<file path="config.mk">
export PLATFORM = sky130hd
export DESIGN_NAME = rat_ram
export DESIGN_NICKNAME = d
export VERILOG_FILES = /design/src/rtl/rat_ram.sv
export SDC_FILE = /design/constraint.sdc
export NUM_CORES = 1
export LEC_CHECK = 0
export ABC_AREA = 1
export BUFFER_PORTS_ARGS = -buffer_cell sky130_fd_sc_hd__buf_4
export CORE_MARGIN = 2
export CORE_UTILIZATION = 61
export DETAILED_ROUTE_END_ITERATION = 7
export PLACE_DENSITY = 0.76
export SLEW_MARGIN = 20
export SYNTH_ARGS = -nofsm -noshare
export SYNTH_HDL_FRONTEND = slang
export SYNTH_SLANG_ARGS = --single-unit
export TNS_END_PERCENT = 30
</file>
<file path="constraint.sdc">
create_clock -name i_clk -period 1.6 [get_ports i_clk]
set_input_delay 0.32 -clock i_clk [delete_from_list [all_inputs] [get_ports i_clk]]
set_output_delay 0.32 -clock i_clk [all_outputs]
set_load 0.01 [all_outputs]
</file>
<file path="src/rtl/rat_ram.sv">
// Generic single-port-write, single-port-read RAM with registered read data.
`default_nettype none

module rat_ram #(
    parameter int WIDTH = 8,
    parameter int DEPTH = 16
) (
    input  wire logic                                     i_clk,
    input  wire logic                                     i_we,
    input  wire logic [(DEPTH > 1 ? $clog2(DEPTH) : 1)-1:0] i_waddr,
    input  wire logic [WIDTH-1:0]                         i_wdata,
    input  wire logic                                     i_re,
    input  wire logic [(DEPTH > 1 ? $clog2(DEPTH) : 1)-1:0] i_raddr,
    output logic      [WIDTH-1:0]                         o_rdata
);

    logic [WIDTH-1:0] r_mem [DEPTH];

    always_ff @(posedge i_clk) begin
        if (i_we) begin
            r_mem[i_waddr] <= i_wdata;
        end
        if (i_re) begin
            o_rdata <= r_mem[i_raddr];
        end
    end

endmodule

`default_nettype wire

</file>
### Word-level counts from Yosys, hierarchy flattened

Memories as Yosys holds them, arrays and structs flattened. A register that Yosys moved wholly into a read port is not among the register bits.
Index checks and enable logic that the tools add are counted.
W data, S select, Z words.

| word-level totals | value |
|---|---|
| register bits | 0 |
| bits in writable memories | 128 |
| logic and storage cells | 3 |
| memories | 1 |

Memories:

| memory | depth | width | rd ports | clocked after memory_dff | write ports | RTL line | text |
|---|---|---|---|---|---|---|---|
| r_mem | 16 | 8 | 1 | 1 | 1 | 17 | `logic [WIDTH-1:0] r_mem [DEPTH];` |

| cells by class | value |
|---|---|
| mux-type cells | 2 |

Operator list:

| kind | count |
|---|---|
| $mux W1 | 2 |

### Longest topological paths before layout

| depth | value |
|---|---|
| word-level depth | 2 |
| mapped depth | 8 |
| mapped depth without buffers | 7 |

### Least setup slack after synthesis

OpenSTA, ideal clock, no wires.

| timing path | value |
|---|---|
| path type | input to register |
| from | input port i_waddr[2] in the netlist's numbering |
| to | memory r_mem[10][0] (enable) |
| library setup time | 0.370 ns |
| arrival time | 0.901 ns |
| required time | 1.230 ns |
| path slack | 0.329 ns |
| cell stages on the path | 2 |
| buffers on the path | 0 |
| path through | nand3b_1 > nor2_1 |

RTL lines:

| element | RTL line | text |
|---|---|---|
| from (decl) | 10 | `input wire logic [(DEPTH > 1 ? $clog2(DEPTH) : 1)-1:0] i_waddr,` |
| to (decl) | 17 |  |

Straight into the memory's write port.

### Final worst setup path

| timing path | value |
|---|---|
| from | register o_rdata[2] (read register of r_mem) |
| to | output port o_rdata[2] |

RTL lines:

| element | RTL line | text |
|---|---|---|
| from (decl) | 14 | `output logic [WIDTH-1:0] o_rdata` |

No word-level cell between the ends.

==> impl_metrics.ini <==
[clocking]
cts_sinks = 136
htree_levels = 4
cts-root-buf = clkbuf_8
clk_pin_slew_ps = 60
clock_path_buffers = 2
ctsResizeCount = 0
cts_setup_buffers = 0
clock_latency_ps = 520
cts_tree = yes
cts_buffers = 17
ctsHoldBuffers = 0

[power]
switchingPower_w = 0.00182
power.density_nw_per_um2 = 1190
pwr-share-comb_pct = 6.4
power.internal_w = 0.00625
pwr-share-clk_pct = 43.5
swShare_pct = 22.6
p_leak_nw = 2.94
irDropWorstVdd_v = 0.000800
pwr-share-seq_pct = 50.0

[sta]
tightest_slew_ps = 299
final_hold_viol_count = 0
timing.fmax_mhz = 706
rsz0062_at_grt = no
finClkSkew_ps = 9.00
slew_viol_final = 0
fin_crit_ps = 1420
setup_viol = 0
setup_tns_ps = 0
fin_crit_sh_pct = 88.5
slew_headroom_pct = 80.0

[grt]
grtUsageTotal_pct = 26.6
grt_pass1_vias = 3808
antenna_found_initial = 0
grt_pass1_wl_mm = 19.7
grt.overflow.total = 0
grt_max_degree = 65

[synthesis]
post_synth_instance_area_um2 = 5850
avgSynthCellArea_um2 = 10.6
ys_ff_latch = 136
synth_nets = 570
yosysWarnings = 0
synth_seq_area_share_pct = 69.8
synthDistinctLibCells = 11
synth_cells = 551

[placed_design]
port_buffers = 26
dp_hpwl_mm = 7.99
finalWeightedCongestion = 0.881

[finish]
n_fill_cell = 618
final_common_cell = nand2_1
drive_gt1_share_pct = 13.5
area_growth_pct = 16.3
nets = 615
post-route-util_pct = 73.2
mostFrequentLayoutCells = 173 x nand2_1, 136 x edfxtp_1, 100 x inv_1
diodes = 0

[critical_path]
crit_chain = buf_4
crit_fanout = 1
crit_path_start_kind = register
critical_path_buf_inv_count = 1
crit_family = flip-flops
path_class = reg2out
cp_slowest_cell = edfxtp_1
endpoint_kind = primary output
required_ps = 1280
critPathMaxStageDelay_ps = 410
cp.arrival_ps = 1100

[die]
die_height_um = 102
die_w_um = 102
io_pins = 27
die_area_um2 = 10400
core_area_um2 = 9280
fp-row-count = 35
start_util_pct = 63.0

[drt]
drtIter0Drc = 486
drt_wl_total_mm = 12.7
antenna_left = 0
num_vias = 3944
wl_per_cell_um = 17.3
viasPerCell = 5.34
drc = 0
first_pass_iters = 5

[status]
status = finished, final reports clean

[job]
cap_violations = 0

[worst_hold_path]
worstHoldPathType = in2reg
## cell type report
type                    instances  area, um^2  area share, %
flip-flops and latches        136        4080           60.1
multi-input cells             289        1210           17.8
clock buffers                  18         418           6.15
repair buffers                 50         413           6.07
inverters                     102         383           5.63
well taps                     129         161           2.37
clock inverters                14         128           1.88
## power by group through the flow
stage               clock network (W)  registers (W)  logic [W]
global route                  0.00370        0.00404   0.000571
CTS                           0.00354        0.00404   0.000516
finish                        0.00351        0.00404   0.000520
global placement                    0        0.00411   0.000496
floorplan                           0        0.00411   0.000281
detailed placement                  0        0.00411   0.000509
## path summary, 6_finish.rpt
path / startpoint / endpoint / slack, ps / depth (start not counted)
worst min-delay path: i_re / o_rdata[0]$_DFFE_PP_ / 100 / 1
worst min register to register: r_mem[10][3]$_DFFE_PP_ / o_rdata[3]$_DFFE_PP_ / 740 / 6
worst max register to register: r_mem[10][4]$_DFFE_PP_ / o_rdata[4]$_DFFE_PP_ / 380 / 6
worst max-delay path: o_rdata[2]$_DFFE_PP_ / o_rdata[2] / 180 / 1
## registers in the layout, indices dropped and copies added, names as in the netlist
register	flops
o_rdata	8
r_mem	128
## cell families (layout without fill, tap and decap cells)
| group | count (synthesis) | after routing | share of synthesized area (%) |
|---|---|---|---|
| flip-flops | 136 | 136 | 69.8 |
| buffers and inverters | 126 | 184 | 9.39 |
| AND/OR/NAND/NOR | 289 | 289 | 20.8 |
## per-layer routing
layer | vias up | part of all wire [%] | track usage (%)
li1 | 1871 | - | -
met1 | 1812 | 39 | 36.1
met2 | 223 | 48 | 41.7
met3 | 38 | 10 | 6.22
met4 | 0 | 2.8 | 11.9
met5 | - | 0 | 0
## stage by stage
step	total power, W	worst slack, ps	hold slack, ps	instances	instance area [um^2]
after global routing	0.00832	161	82.9	738	6800
after floorplan	0.00440	329	419	551	5850
after detailed placement	0.00462	87.9	620	706	6250
after CTS	0.00809	172	83.4	738	6800
after global placement	0.00461	93.0	626	706	6250
final	0.00807	184	98.2	738	6800
## synth_stat cells
cell / instances / share of area [%]
buf_1: 1 / 0.064
buf_2: 13 / 1.1
buf_4: 4 / 0.51
buf_6: 6 / 1.2
edfxtp_1: 136 / 70
inv_1: 100 / 6.4
inv_2: 2 / 0.13
nand2_1: 173 / 11
nand3_1: 97 / 8.3
nand3b_1: 2 / 0.26
nor2_1: 17 / 1.1
Note: power is estimated with default switching activity, not from simulation.
